[config.mk]
export PLATFORM = sky130hd
export DESIGN_NAME = char_lcd_four_bit_sequencer
export DESIGN_NICKNAME = d
export VERILOG_FILES = /design/src/design/lcdseq_pkg.sv /design/src/design/lcdseq_front.sv /design/src/design/lcdseq_queue.sv /design/src/design/lcdseq_back.sv /design/src/design/char_lcd_four_bit_sequencer.sv
export SDC_FILE = /design/constraint.sdc
export NUM_CORES = 1
export LEC_CHECK = 0
export BUFFER_PORTS_ARGS = -buffer_cell sky130_fd_sc_hd__buf_2
export CAP_MARGIN = 20
export CORE_MARGIN = 3
export CORE_UTILIZATION = 25
export DETAILED_ROUTE_END_ITERATION = 12
export GPL_ROUTABILITY_DRIVEN = 0
export MAX_ROUTING_LAYER = met4
export PLACE_DENSITY_LB_ADDON = 0.2
export REMOVE_ABC_BUFFERS = 1
export SYNTH_ARGS = -nofsm -noshare
export SYNTH_HDL_FRONTEND = slang
export SYNTH_SLANG_ARGS = --single-unit
[constraint.sdc]
create_clock -name clk_i -period 5.7 [get_ports clk_i]
set_input_delay 0.57 -clock clk_i [delete_from_list [all_inputs] [get_ports clk_i]]
set_output_delay 0.57 -clock clk_i [all_outputs]
set_load 0.02 [all_outputs]
[src/design/lcdseq_pkg.sv]
`timescale 1ns / 1ps
`default_nettype none
// ----------------------------------------------------------------------------
// lcdseq_pkg
// Types, codes and constants of the 4-bit character LCD sequencer.
// ----------------------------------------------------------------------------
package lcdseq_pkg;

  typedef enum logic [2:0] {
    ACT_INIT   = 3'd0,
    ACT_CLEAR  = 3'd1,
    ACT_CMD    = 3'd2,
    ACT_DATA   = 3'd3,
    ACT_CURSOR = 3'd4,
    ACT_PRINT  = 3'd5
  } action_e;

  typedef enum logic [1:0] {
    REG_SETTLE    = 2'd0,
    REG_INIT_WAIT = 2'd1,
    REG_POWER_UP  = 2'd2
  } reg_idx_e;

  typedef enum logic [1:0] {
    F_IDLE,
    F_CONV,
    F_PUSH
  } front_state_e;

  localparam logic [7:0]  CMD_CLEAR      = 8'h01;
  localparam logic [7:0]  CMD_SET_DDRAM  = 8'h80;
  localparam logic [6:0]  ROW1_OFFSET    = 7'h40;
  localparam logic [7:0]  ASCII_ZERO     = 8'h30;
  localparam logic [7:0]  ASCII_SPACE    = 8'h20;
  // x / 10 == (x * 0xCCCD) >> 19 for every 16-bit x
  localparam logic [15:0] DIV10_RECIP    = 16'hCCCD;
  localparam int unsigned DIV10_SHIFT    = 19;
  localparam logic [15:0] NUM_1000       = 16'd1000;
  localparam logic [15:0] NUM_100        = 16'd100;
  localparam logic [15:0] NUM_10         = 16'd10;
  localparam logic [3:0]  LAST_IDX_INIT  = 4'd9;
  localparam logic [3:0]  LAST_IDX_PRINT = 4'd7;
  localparam logic [3:0]  LAST_IDX_BYTE  = 4'd1;
  localparam logic [16:0] WAIT_AFTER_MAX = 17'h1FFFF;

  typedef struct packed {
    logic [2:0]  action;
    logic [7:0]  byte_value;
    logic [5:0]  column;
    logic        line_index;
    logic [15:0] number;
  } item_t;

  typedef struct packed {
    logic        register_select;
    logic [3:0]  nibble;
    logic [19:0] wait_before_us;
    logic [16:0] wait_after_us;
    logic        last;
  } result_t;

  typedef struct packed {
    logic [9:0]  nibble_settle_us;
    logic [16:0] init_command_wait_us;
    logic [19:0] power_up_wait_us;
  } cfg_t;

  // one classified action waiting for the bus side
  typedef struct packed {
    logic            rs;
    logic            is_init;
    logic [3:0]      last_idx;
    logic [3:0][7:0] bytes;
  } job_t;

  function automatic logic [7:0] init_cmd(input logic [2:0] idx);
    logic [7:0] c;
    case (idx)
      3'd0:    c = 8'h02;
      3'd1:    c = 8'h01;
      3'd2:    c = 8'h0C;
      3'd3:    c = 8'h14;
      3'd4:    c = 8'h28;
      default: c = 8'h00;
    endcase
    return c;
  endfunction

endpackage
`default_nettype wire

[src/design/lcdseq_front.sv]
`timescale 1ns / 1ps
`default_nettype none
// ----------------------------------------------------------------------------
// lcdseq_front
// Accepts display actions, turns each into a job of bytes; print unsigned
// runs one decimal digit per cycle.
// ----------------------------------------------------------------------------
module lcdseq_front import lcdseq_pkg::*; (
  input  wire logic  clk_i,
  input  wire logic  rst_ni,
  input  wire logic  start,
  input  wire item_t item_i,
  output logic       busy,
  input  wire logic  q_full_i,
  output logic       push_o,
  output job_t       job_o
);

  front_state_e state_q, state_d;
  job_t         job_q;
  job_t         job_new;
  logic [15:0]  num_q;
  logic [1:0]   cnt_q;
  logic [3:0]   blank_q;
  logic         accept;
  logic         act_valid;
  logic [6:0]   addr;
  logic [31:0]  prod;
  logic [12:0]  quot;
  logic [15:0]  rem;
  logic [1:0]   pos;
  logic [7:0]   digit_char;

  assign accept = start && !busy;
  assign job_o  = job_q;

  // classify the incoming action
  always_comb begin
    job_new          = '0;
    job_new.last_idx = LAST_IDX_BYTE;
    act_valid        = item_i.action inside {ACT_INIT, ACT_CLEAR, ACT_CMD, ACT_DATA,
                                             ACT_CURSOR, ACT_PRINT};
    addr             = {1'b0, item_i.column} + (item_i.line_index ? ROW1_OFFSET : 7'd0);
    case (action_e'(item_i.action))
      ACT_INIT: begin
        job_new.is_init  = 1'b1;
        job_new.last_idx = LAST_IDX_INIT;
      end
      ACT_CLEAR: begin
        job_new.bytes[0] = CMD_CLEAR;
      end
      ACT_CMD: begin
        job_new.bytes[0] = item_i.byte_value;
      end
      ACT_DATA: begin
        job_new.rs       = 1'b1;
        job_new.bytes[0] = item_i.byte_value;
      end
      ACT_CURSOR: begin
        job_new.bytes[0] = CMD_SET_DDRAM | {1'b0, addr};
      end
      ACT_PRINT: begin
        job_new.rs       = 1'b1;
        job_new.last_idx = LAST_IDX_PRINT;
      end
      default: begin
        job_new = '0;
      end
    endcase
  end

  // one digit per cycle, least significant first
  always_comb begin
    prod       = num_q * DIV10_RECIP;
    quot       = prod[DIV10_SHIFT +: 13];
    rem        = num_q - {quot, 3'b000} - {2'b00, quot, 1'b0};
    pos        = 2'd3 - cnt_q;
    digit_char = blank_q[pos] ? ASCII_SPACE : (ASCII_ZERO | {4'h0, rem[3:0]});
  end

  // next state
  always_comb begin
    state_d = state_q;
    case (state_q)
      F_IDLE, F_PUSH: begin
        if (!busy) begin
          if (accept && act_valid) begin
            state_d = (action_e'(item_i.action) == ACT_PRINT) ? F_CONV : F_PUSH;
          end else begin
            state_d = F_IDLE;
          end
        end
      end
      F_CONV: begin
        if (cnt_q == 2'd3) begin
          state_d = F_PUSH;
        end
      end
      default: begin
        state_d = F_IDLE;
      end
    endcase
  end

  // outputs
  always_comb begin
    case (state_q)
      F_IDLE: begin
        busy   = 1'b0;
        push_o = 1'b0;
      end
      F_PUSH: begin
        busy   = q_full_i;
        push_o = !q_full_i;
      end
      default: begin
        busy   = 1'b1;
        push_o = 1'b0;
      end
    endcase
  end

  always_ff @(posedge clk_i or negedge rst_ni) begin
    if (!rst_ni) begin
      state_q <= F_IDLE;
      cnt_q   <= 2'd0;
    end else begin
      state_q <= state_d;
      if (accept) begin
        cnt_q <= 2'd0;
      end else if (state_q == F_CONV) begin
        cnt_q <= cnt_q + 2'd1;
      end
    end
  end

  always_ff @(posedge clk_i) begin
    if (accept) begin
      job_q   <= job_new;
      num_q   <= item_i.number;
      blank_q <= {1'b0, item_i.number < NUM_10, item_i.number < NUM_100,
                  item_i.number < NUM_1000};
    end else if (state_q == F_CONV) begin
      num_q            <= {3'b000, quot};
      job_q.bytes[pos] <= digit_char;
    end
  end

endmodule
`default_nettype wire

[src/design/lcdseq_queue.sv]
`timescale 1ns / 1ps
`default_nettype none
// ----------------------------------------------------------------------------
// lcdseq_queue
// Short job FIFO between the front and the bus side.
// ----------------------------------------------------------------------------
module lcdseq_queue import lcdseq_pkg::*; #(
  parameter int unsigned DEPTH = 2
) (
  input  wire logic clk_i,
  input  wire logic rst_ni,
  input  wire logic push_i,
  input  wire job_t job_i,
  output logic      full_o,
  input  wire logic pop_i,
  output logic      valid_o,
  output job_t      job_o
);

  localparam int unsigned PW = (DEPTH > 1) ? $clog2(DEPTH) : 1;
  localparam int unsigned CW = $clog2(DEPTH + 1);

  job_t          mem_q [DEPTH];
  logic [PW-1:0] wptr_q, rptr_q;
  logic [CW-1:0] cnt_q;

  assign full_o  = (cnt_q == CW'(DEPTH));
  assign valid_o = (cnt_q != '0);
  assign job_o   = mem_q[rptr_q];

  always_ff @(posedge clk_i or negedge rst_ni) begin
    if (!rst_ni) begin
      wptr_q <= '0;
      rptr_q <= '0;
      cnt_q  <= '0;
    end else begin
      if (push_i) begin
        wptr_q <= (wptr_q == PW'(DEPTH - 1)) ? '0 : wptr_q + PW'(1);
      end
      if (pop_i) begin
        rptr_q <= (rptr_q == PW'(DEPTH - 1)) ? '0 : rptr_q + PW'(1);
      end
      if (push_i && !pop_i) begin
        cnt_q <= cnt_q + CW'(1);
      end else if (pop_i && !push_i) begin
        cnt_q <= cnt_q - CW'(1);
      end
    end
  end

  always_ff @(posedge clk_i) begin
    if (push_i) begin
      mem_q[wptr_q] <= job_i;
    end
  end

endmodule
`default_nettype wire

[src/design/lcdseq_back.sv]
`timescale 1ns / 1ps
`default_nettype none
// ----------------------------------------------------------------------------
// lcdseq_back
// Plays a job out as nibble transfers, one per cycle, with their waits.
// ----------------------------------------------------------------------------
module lcdseq_back import lcdseq_pkg::*; (
  input  wire logic clk_i,
  input  wire logic rst_ni,
  input  wire cfg_t cfg_i,
  input  wire logic q_valid_i,
  input  wire job_t q_job_i,
  output logic      pop_o,
  output logic      result_valid_o,
  output result_t   result_o
);

  logic        active_q;
  job_t        job_q;
  logic [3:0]  idx_q;
  logic        res_valid_q;
  result_t     res_q;
  result_t     res_d;
  logic        at_last;
  logic [2:0]  byte_idx;
  logic [7:0]  cur_byte;
  logic [17:0] init_sum;
  logic [16:0] init_after;

  assign at_last        = (idx_q == job_q.last_idx);
  assign pop_o          = q_valid_i && (!active_q || at_last);
  assign result_valid_o = res_valid_q;
  assign result_o       = res_q;

  always_comb begin
    byte_idx   = idx_q[3:1];
    cur_byte   = job_q.is_init ? init_cmd(byte_idx) : job_q.bytes[byte_idx[1:0]];
    init_sum   = {8'h00, cfg_i.nibble_settle_us} + {1'b0, cfg_i.init_command_wait_us};
    init_after = init_sum[17] ? WAIT_AFTER_MAX : init_sum[16:0];

    res_d.register_select = job_q.rs;
    res_d.nibble          = idx_q[0] ? cur_byte[3:0] : cur_byte[7:4];
    res_d.wait_before_us  = (job_q.is_init && idx_q == 4'd0) ? cfg_i.power_up_wait_us : '0;
    // second nibble of an init command carries the extra command wait
    res_d.wait_after_us   = (job_q.is_init && idx_q[0]) ? init_after
                                                        : {7'h00, cfg_i.nibble_settle_us};
    res_d.last            = at_last;
  end

  always_ff @(posedge clk_i or negedge rst_ni) begin
    if (!rst_ni) begin
      active_q    <= 1'b0;
      idx_q       <= 4'd0;
      res_valid_q <= 1'b0;
    end else begin
      res_valid_q <= active_q;
      if (pop_o) begin
        active_q <= 1'b1;
        idx_q    <= 4'd0;
      end else if (active_q) begin
        if (at_last) begin
          active_q <= 1'b0;
        end
        idx_q <= idx_q + 4'd1;
      end
    end
  end

  always_ff @(posedge clk_i) begin
    if (pop_o) begin
      job_q <= q_job_i;
    end
    if (active_q) begin
      res_q <= res_d;
    end
  end

  a_idx_bound: assert property (@(posedge clk_i) disable iff (!rst_ni)
    active_q |-> idx_q <= job_q.last_idx)
    else $error("nibble index ran past the end of the job");

  a_before_init_only: assert property (@(posedge clk_i) disable iff (!rst_ni)
    (res_valid_q && res_q.wait_before_us != '0) |-> $past(job_q.is_init && idx_q == 4'd0))
    else $error("power-up wait outside the first init nibble");

  a_pop_nonempty: assert property (@(posedge clk_i) disable iff (!rst_ni)
    pop_o |-> q_valid_i && (!active_q || at_last))
    else $error("job taken while another is still being sent");

endmodule
`default_nettype wire

[src/design/char_lcd_four_bit_sequencer.sv]
`timescale 1ns / 1ps
`default_nettype none
// ----------------------------------------------------------------------------
// char_lcd_four_bit_sequencer
// Turns display actions into 4-bit LCD bus nibble transfers.
// ----------------------------------------------------------------------------
// Usage:
//   An action item is taken when start is high and busy is low. The front
//   classifies it into a job (print unsigned first converts its number into
//   four decimal digits) and queues it; the back sends one nibble per cycle on
//   result_o, each marked by a one-cycle result_valid_o pulse, last set on
//   the final nibble of the action. Unused action codes produce nothing.
//   An action is 2, 8 or 10 nibbles long, so the sustained item rate is set
//   by the nibble count; the front takes a new item while the back is busy
//   until the job queue (QUEUE_DEPTH entries) is full, but not while it
//   converts a print unsigned.
//   The receiver cannot stall; results leave as produced.
//   Timing registers sit on an APB port at byte addresses 0, 4 and 8 and
//   should be written only while the block is idle. Reset clears the queue
//   and control and loads the default waits (100, 20000, 450000 us).
// ----------------------------------------------------------------------------
module char_lcd_four_bit_sequencer import lcdseq_pkg::*; #(
  parameter int unsigned QUEUE_DEPTH = 2
) (
  input  wire logic        clk_i,
  input  wire logic        rst_ni,
  input  wire logic        start,
  input  wire item_t       item_i,
  output logic             busy,
  output logic             result_valid_o,
  output result_t          result_o,
  input  wire logic        psel,
  input  wire logic        penable,
  input  wire logic        pwrite,
  input  wire logic [3:0]  paddr,
  input  wire logic [31:0] pwdata,
  output logic [31:0]      prdata,
  output logic             pready
);

  cfg_t cfg_q;
  logic cfg_we;
  logic push;
  logic q_full;
  logic q_valid;
  logic pop;
  job_t front_job;
  job_t head_job;

  assign pready = 1'b1;
  assign cfg_we = psel && penable && pwrite && pready;

  always_ff @(posedge clk_i or negedge rst_ni) begin
    if (!rst_ni) begin
      cfg_q.nibble_settle_us     <= 10'd100;
      cfg_q.init_command_wait_us <= 17'd20000;
      cfg_q.power_up_wait_us     <= 20'd450000;
    end else if (cfg_we) begin
      case (reg_idx_e'(paddr[3:2]))
        REG_SETTLE:    cfg_q.nibble_settle_us     <= pwdata[9:0];
        REG_INIT_WAIT: cfg_q.init_command_wait_us <= pwdata[16:0];
        REG_POWER_UP:  cfg_q.power_up_wait_us     <= pwdata[19:0];
        default: ;
      endcase
    end
  end

  always_comb begin
    case (reg_idx_e'(paddr[3:2]))
      REG_SETTLE:    prdata = {22'h0, cfg_q.nibble_settle_us};
      REG_INIT_WAIT: prdata = {15'h0, cfg_q.init_command_wait_us};
      REG_POWER_UP:  prdata = {12'h0, cfg_q.power_up_wait_us};
      default:       prdata = '0;
    endcase
  end

  lcdseq_front u_front (
    .clk_i    (clk_i),
    .rst_ni   (rst_ni),
    .start    (start),
    .item_i   (item_i),
    .busy     (busy),
    .q_full_i (q_full),
    .push_o   (push),
    .job_o    (front_job)
  );

  lcdseq_queue #(
    .DEPTH (QUEUE_DEPTH)
  ) u_queue (
    .clk_i   (clk_i),
    .rst_ni  (rst_ni),
    .push_i  (push),
    .job_i   (front_job),
    .full_o  (q_full),
    .pop_i   (pop),
    .valid_o (q_valid),
    .job_o   (head_job)
  );

  lcdseq_back u_back (
    .clk_i          (clk_i),
    .rst_ni         (rst_ni),
    .cfg_i          (cfg_q),
    .q_valid_i      (q_valid),
    .q_job_i        (head_job),
    .pop_o          (pop),
    .result_valid_o (result_valid_o),
    .result_o       (result_o)
  );

endmodule
`default_nettype wire

Yosys cells after proc, flatten, opt, wreduce, memory -nomap -nowiden
Memories as Yosys holds them, arrays and structs flattened. A register that Yosys moved wholly into a read port is not among the register bits.
Index checks and enable logic that the tools add are counted.
{"block": "totals", "register_bits": 161, "latchBits": 0, "ramBits": 76, "rom_bits": 0, "input_bits": 76, "output_inout_bits": 78, "memories": 1}
{"name": "u_queue.mem_q", "depth": 2, "width": 38, "read_ports": 1, "rd_ports_with_merged_regs": 1, "wr": 1, "line": "lcdseq_queue.sv:23", "source": "job_t mem_q [DEPTH];"}
{"block": "op_classes", "add_sub_neg": 11, "mul": 1, "div_mod_pow": 0, "n_lt_le_gt_ge": 6, "n_eq_ne": 18, "shifts": 0, "n_mux": 43, "bitwise_logic": 0, "n_reduce_logical": 34}
{"cell": "case mux 20 bit (3 select lines)", "n": 1}
{"cell": "2-to-1 mux 8 bit", "n": 5}
{"cell": "bitwise mux 32 bit", "n": 1}
{"cell": "multiplier 16 x 16 -> 32 bit, second input constant", "n": 1}
{"cell": "2-to-1 mux 16 bit", "n": 2}
{"cell": "case mux 6 bit (5 select lines)", "n": 1}
{"cell": "case mux 8 bit (3 select lines)", "n": 1}
{"cell": "adder 10 x 17 -> 18 bit", "n": 1}
{"cell": "2-to-1 mux 17 bit", "n": 1}
{"cell": "binary-select mux 8 bit (select 2 bit)", "n": 1}
{"cell": "demux 8 bit (select 2 bit)", "n": 1}
{"cell": "< comparator 16 x 10 -> 1 bit, second input constant", "n": 1}
{"cell": "< comparator 16 x 4 -> 1 bit, second input constant", "n": 1}
{"cell": "< comparator 16 x 7 -> 1 bit, second input constant", "n": 1}
{"cell": "2-to-1 mux 2 bit", "n": 8}
{"cell": "equality test 3 x 2 -> 1 bit, second input constant", "n": 4}
{"cell": "2-to-1 mux 4 bit", "n": 3}
{"cell": "case mux 4 bit (3 select lines)", "n": 1}
{"cell": "2-to-1 mux 1 bit", "n": 11}
{"cell": "logical AND 1 bit", "n": 10}
{"cell": "2-to-1 mux 10 bit", "n": 1}
{"cell": "equality test 3 bit, second input constant", "n": 3}
{"cell": "equality test 2 bit, second input constant", "n": 4}
{"cell": "AND reduction 2 bit", "n": 4}
{"cell": "other kinds (28)", "n": 45}

Longest topological paths before layout
{"block": "depth", "ltp_word": 8, "mapped_depth": 25, "depth_no_buf": 25}

By module
A second synthesis with hierarchy kept.
{"block": "unflattened", "hier_cells": 1310, "hier_area_um2": 16294.4}
{"mod": "lcdseq_front", "n_inst": 1, "cells_per_inst": 716, "area_per_inst_um2": 6988.0, "seq_area_each_um2": 1421.4}
{"mod": "lcdseq_back", "n_inst": 1, "cells_per_inst": 296, "area_per_inst_um2": 4076.4, "seq_area_each_um2": 2582.5}
{"mod": "lcdseq_queue", "n_inst": 1, "cells_per_inst": 134, "area_per_inst_um2": 2977.9, "seq_area_each_um2": 2382.3}
{"mod": "char_lcd_four_bit_sequencer", "n_inst": 1, "cells_per_inst": 164, "area_per_inst_um2": 2252.2, "seq_area_each_um2": 1199.9}

Worst setup path before layout
OpenSTA, ideal clock, no wires.
{"block": "synth_path", "path_type": "reg-to-reg", "from": "reg u_front.num_q[3]", "to": "reg u_front.job_q (netlist bit u_front.job_o[3]) (data pin)", "setup_time_ns": 0.267, "arrival_ns": 5.442, "setup_slack_ns": -0.008, "stages_incl_launch_ff": 24, "path_cell_list": "edfxtp_1 > ha_1 > inv_1 > fa_1 > inv_1 > fa_1 > fa_1 > fa_1 > inv_1 > fa_1 > inv_1 > ha_1 > nand2_1 > nor2_1 > o21ai_0 > o21bai_1 > a21oi_2 > xnor2_1 > ha_1 > nand2_1 > nand2_1 > xnor2_1 > xnor2_1 > o31ai_1"}
{"block": "synth_between", "elab_chain_len": 7}
{"element": "from (decl)", "line": "lcdseq_front.sv:22", "source": "logic [15:0] num_q;"}
{"element": "from (signal assigned)", "line": "lcdseq_front.sv:140", "source": "num_q <= item_i.number;"}
{"element": "from (signal assigned)", "line": "lcdseq_front.sv:144", "source": "num_q <= {3'b000, quot};"}
{"element": "multiplier 16 x 16 -> 32 bit", "line": "lcdseq_front.sv:74", "source": "prod = num_q * DIV10_RECIP;"}
{"element": "subtractor 4 bit", "line": "lcdseq_front.sv:76", "source": "rem = num_q - {quot, 3'b000} - {2'b00, quot, 1'b0};"}
{"element": "subtractor 4 bit (*)", "line": "lcdseq_front.sv:76"}
{"element": "2-to-1 mux 5 bit (*)", "line": "lcdseq_front.sv:78", "source": "digit_char = blank_q[pos] ? ASCII_SPACE : (ASCII_ZERO | {4'h0, rem[3:0]});"}
{"element": "bitwise mux 32 bit (*)", "line": "lcdseq_front.sv:145", "source": "job_q.bytes[pos] <= digit_char;"}
{"element": "2-to-1 mux 8 bit (*)", "line": "lcdseq_front.sv:143", "source": "end else if (state_q == F_CONV) begin"}
{"element": "2-to-1 mux 8 bit (*)", "line": "lcdseq_front.sv:138", "source": "if (accept) begin"}
{"element": "to (signal assigned)", "line": "lcdseq_front.sv:139", "source": "job_q <= job_new;"}
{"element": "to (decl)", "line": "lcdseq_front.sv:20", "source": "job_t job_q;"}
Mark *: on every way between the ends. The rest lies on a longest branch, timed or not. The select of a mux whose other input is x is not followed.
A chain may end at the register's enable or synchronous reset.

Final worst setup path
{"block": "layout_path", "from": "reg u_front.num_q[11]", "to": "reg u_front.num_q[10] (data pin)"}
{"block": "layout_between", "elab_chain_len": 3}
{"element": "multiplier 16 x 16 -> 32 bit", "line": "lcdseq_front.sv:74"}
{"element": "2-to-1 mux 16 bit", "line": "lcdseq_front.sv:143"}
{"element": "2-to-1 mux 16 bit", "line": "lcdseq_front.sv:138"}
Every way passes these cells. The select of a mux whose other input is x is not followed.

==> flow_summary.toml <==
[global_route]
antenna_found_initial = 1
grt_pass1_vias = 10200
track_usage = 0.123
grt-ovfl-total = 0
grt_pass1_wl_um = 58500
grt_max_degree = 62

[timing]
setup_viol = 3
rsz0062_at_grt = "true"
skew_ns = 0.0196
worst_pin_slew_ns = 0.882
finalMaxSlewViolations = 0
hold_violations = 0
relSlewSlack = 0.412
min_period_over_period = 1.01
fmax_mhz = 174
hold_ws_ns = 0.200
fin_ws_ns = -0.0442
min_period_ns = 5.74

[logic_synthesis]
async_flop_share = 0.247
avgSynthCellArea_um2 = 12.2
synth-edff-count = 168
ys_ff_latch = 247
yosys_most_used_dff = "edfxtp_1"
synth_cell_type_count = 63
syn_inst = 1219
yosys_warnings = 0
seq_area_frac_synth = 0.466
syn_area_mm2 = 0.0149

[cells_and_area]
multi_input_area_mm2 = 0.00768
seq_area_mm2 = 0.00696
fillers = 5951
area_delta_synth_final_pct = 25.8
final_cell_mix = "edfxtp_1 (168), inv_1 (159), ha_1 (128)"
finalNetCount = 1754
diodes = 0
drive_gt1_frac = 0.324
layout_commonest_cell = "edfxtp_1"
stdcell_area_mm2 = 0.0188
finalNonFillerCells = 2236

[detailed_routing]
vias_per_cell = 4.27
vias = 9550
wl_per_cell_um = 16.9
ant_nets = 0
drc_errors = 0
firstDrtPassIters = 4
drt_iter0_markers = 351
totalWireLength_um = 37700

[place]
hpwlAfterDp_um = 28500
numPlacedInstances = 2155
place_ws_ns = -0.314
place_area_mm2 = 0.0170
io_buffer_count = 126

[clock_network]
clock_path_buffers = 3
insertion_delay_ns = 0.57
clkTransAtPathRegs_ns = 0.06
cts_tree = "done"
numCtsBuffers = 31
clock_sinks = 247
cts_max_level = 1
cts-root-buf = "clkbuf_16"

[min_path]
hold_class = "input port to asynchronous set/reset pin"

[worst_setup_path]
end_kind = "flop"
cp_max_fo = 3
startpoint_type = "flop"
worstPathRequired_ns = 6.01
critPathKind = "flop to flop"
arrival_ns = 6.05

[status]
status = "complete, but fails checks"
violations = "negative setup slack"

[run]
max_cap_violations = 0

[floorplan]
design.die.area_mm2 = 0.0627
die_h_um = 250
rows = 88
coreArea_mm2 = 0.0584
initial_core_util = 0.256
die_x_um = 250
io-pin-count = 154
-- final timing paths --
kind	slack, ns	cells after the start	from	endpoint
min in group clk_i	0.24	2	pwdata[19]	cfg_q[19]
max reg2reg	-0.04	25	u_front.num_q[11]	u_front.num_q[10]
max	-0.04	25	u_front.num_q[11]	u_front.num_q[10]
max in group asynchronous	4.86	2	rst_ni	u_back.active_q
min	0.20	2	rst_ni	cfg_q[26]
min reg2reg	0.44	0	u_front.job_o[34]	u_queue.mem_q[1][34]
-- sequential cells by signal (all words and copies together), names as in the netlist --
register / count
u_back.job_q: 31
u_queue.wptr_q: 1
u_front.cnt_q: 2
u_front.num_q: 16
u_queue.mem_q: 62
u_front.blank_q: 3
u_queue.cnt_q: 2
cfg_q: 47
u_queue.rptr_q: 1
u_back.idx_q: 4
u_front.job_o: 31
u_back.active_q: 1
u_back.result_o: 43
u_back.result_valid_o: 1
u_front.state_q: 2
-- cell type report --
type,count,area share
timing repair buffer,234,0.0791
tap,765,0.0510
clock buffer,38,0.0449
sequential,247,0.370
multi-input combinational,760,0.409
inverter,172,0.0344
clock inverter,20,0.0112
-- synthesized netlist by cell type, drive strengths merged (9+ instances only) --
master | n | area, um2
o21ai | 41 | 205
fa | 81 | 1620
buf | 20 | 125
xnor2 | 22 | 193
a31oi | 12 | 75.1
dfxtp | 18 | 360
xor2 | 24 | 210
a21oi | 45 | 236
nor3 | 12 | 60.1
nand2 | 66 | 248
edfxtp | 168 | 5040
dfstp | 19 | 499
and2 | 26 | 163
nor2 | 55 | 206
clkbuf | 31 | 116
ha | 151 | 1890
nor2b | 10 | 62.6
mux2i | 14 | 140
inv | 171 | 642
nand3 | 18 | 90.1
mux2 | 77 | 867
o31ai | 9 | 67.6
dfrtp | 42 | 1050
and3 | 12 | 75.1
-- worst max-delay path, cell delays in order (launching register included) --
cell	delay, ns
edfxtp_1	0.41
buf_6	0.15
ha_4	0.25
ha_4	0.26
inv_2	0.03
fa_1	0.49
inv_2	0.04
fa_1	0.45
fa_1	0.53
inv_2	0.04
fa_1	0.51
inv_2	0.05
ha_4	0.23
a211oi_2	0.23
nand2_2	0.13
a211oi_2	0.28
buf_4	0.16
buf_4	0.09
buf_4	0.12
o21ai_4	0.06
buf_6	0.15
o21ai_4	0.20
nand3b_1	0.14
a21oi_2	0.17
xor2_1	0.20
o21ai_1	0.11
-- metrics by stage --
stage	utilization	setup TNS, ns
floorplan	-	-0.0221
global placement	0.291	-4.09
detailed placement	0.291	-3.80
CTS	0.316	0
global route	0.322	-2.18
finish	0.322	-0.100
-- kinds of logic after synthesis --
kind of cell             share of synthesized area
flip-flops                                   0.466
adder cells (fa/ha/maj)                      0.235
AND/OR/NAND/NOR                             0.0726
buffers and inverters                       0.0594
AO/OA/AOI/OAI                               0.0629
multiplexers                                0.0765
XOR/XNOR                                    0.0270
other                                     0.000503
-- what timing repair did --
action	in CTS	in global routing
setup buffers	11	13
setup endpoints to repair	20	21
hold buffers	0	0
pin swaps	50	61
gates resized for setup	56	46
-- layer usage --
| layer | track usage | vias up | routed length (um) |
|---|---|---|---|
| li1 | - | 4645 | - |
| met1 | 0.154 | 4684 | 16800 |
| met2 | 0.210 | 176 | 18800 |
| met3 | 0.0181 | 45 | 1420 |
| met4 | 0.0262 | 0 | 664 |
| met5 | - | - | 0 |
Power is left out: the tool's default activity adds up to more than one toggle a clock period on the data nets, which glitch-free logic cannot reach.
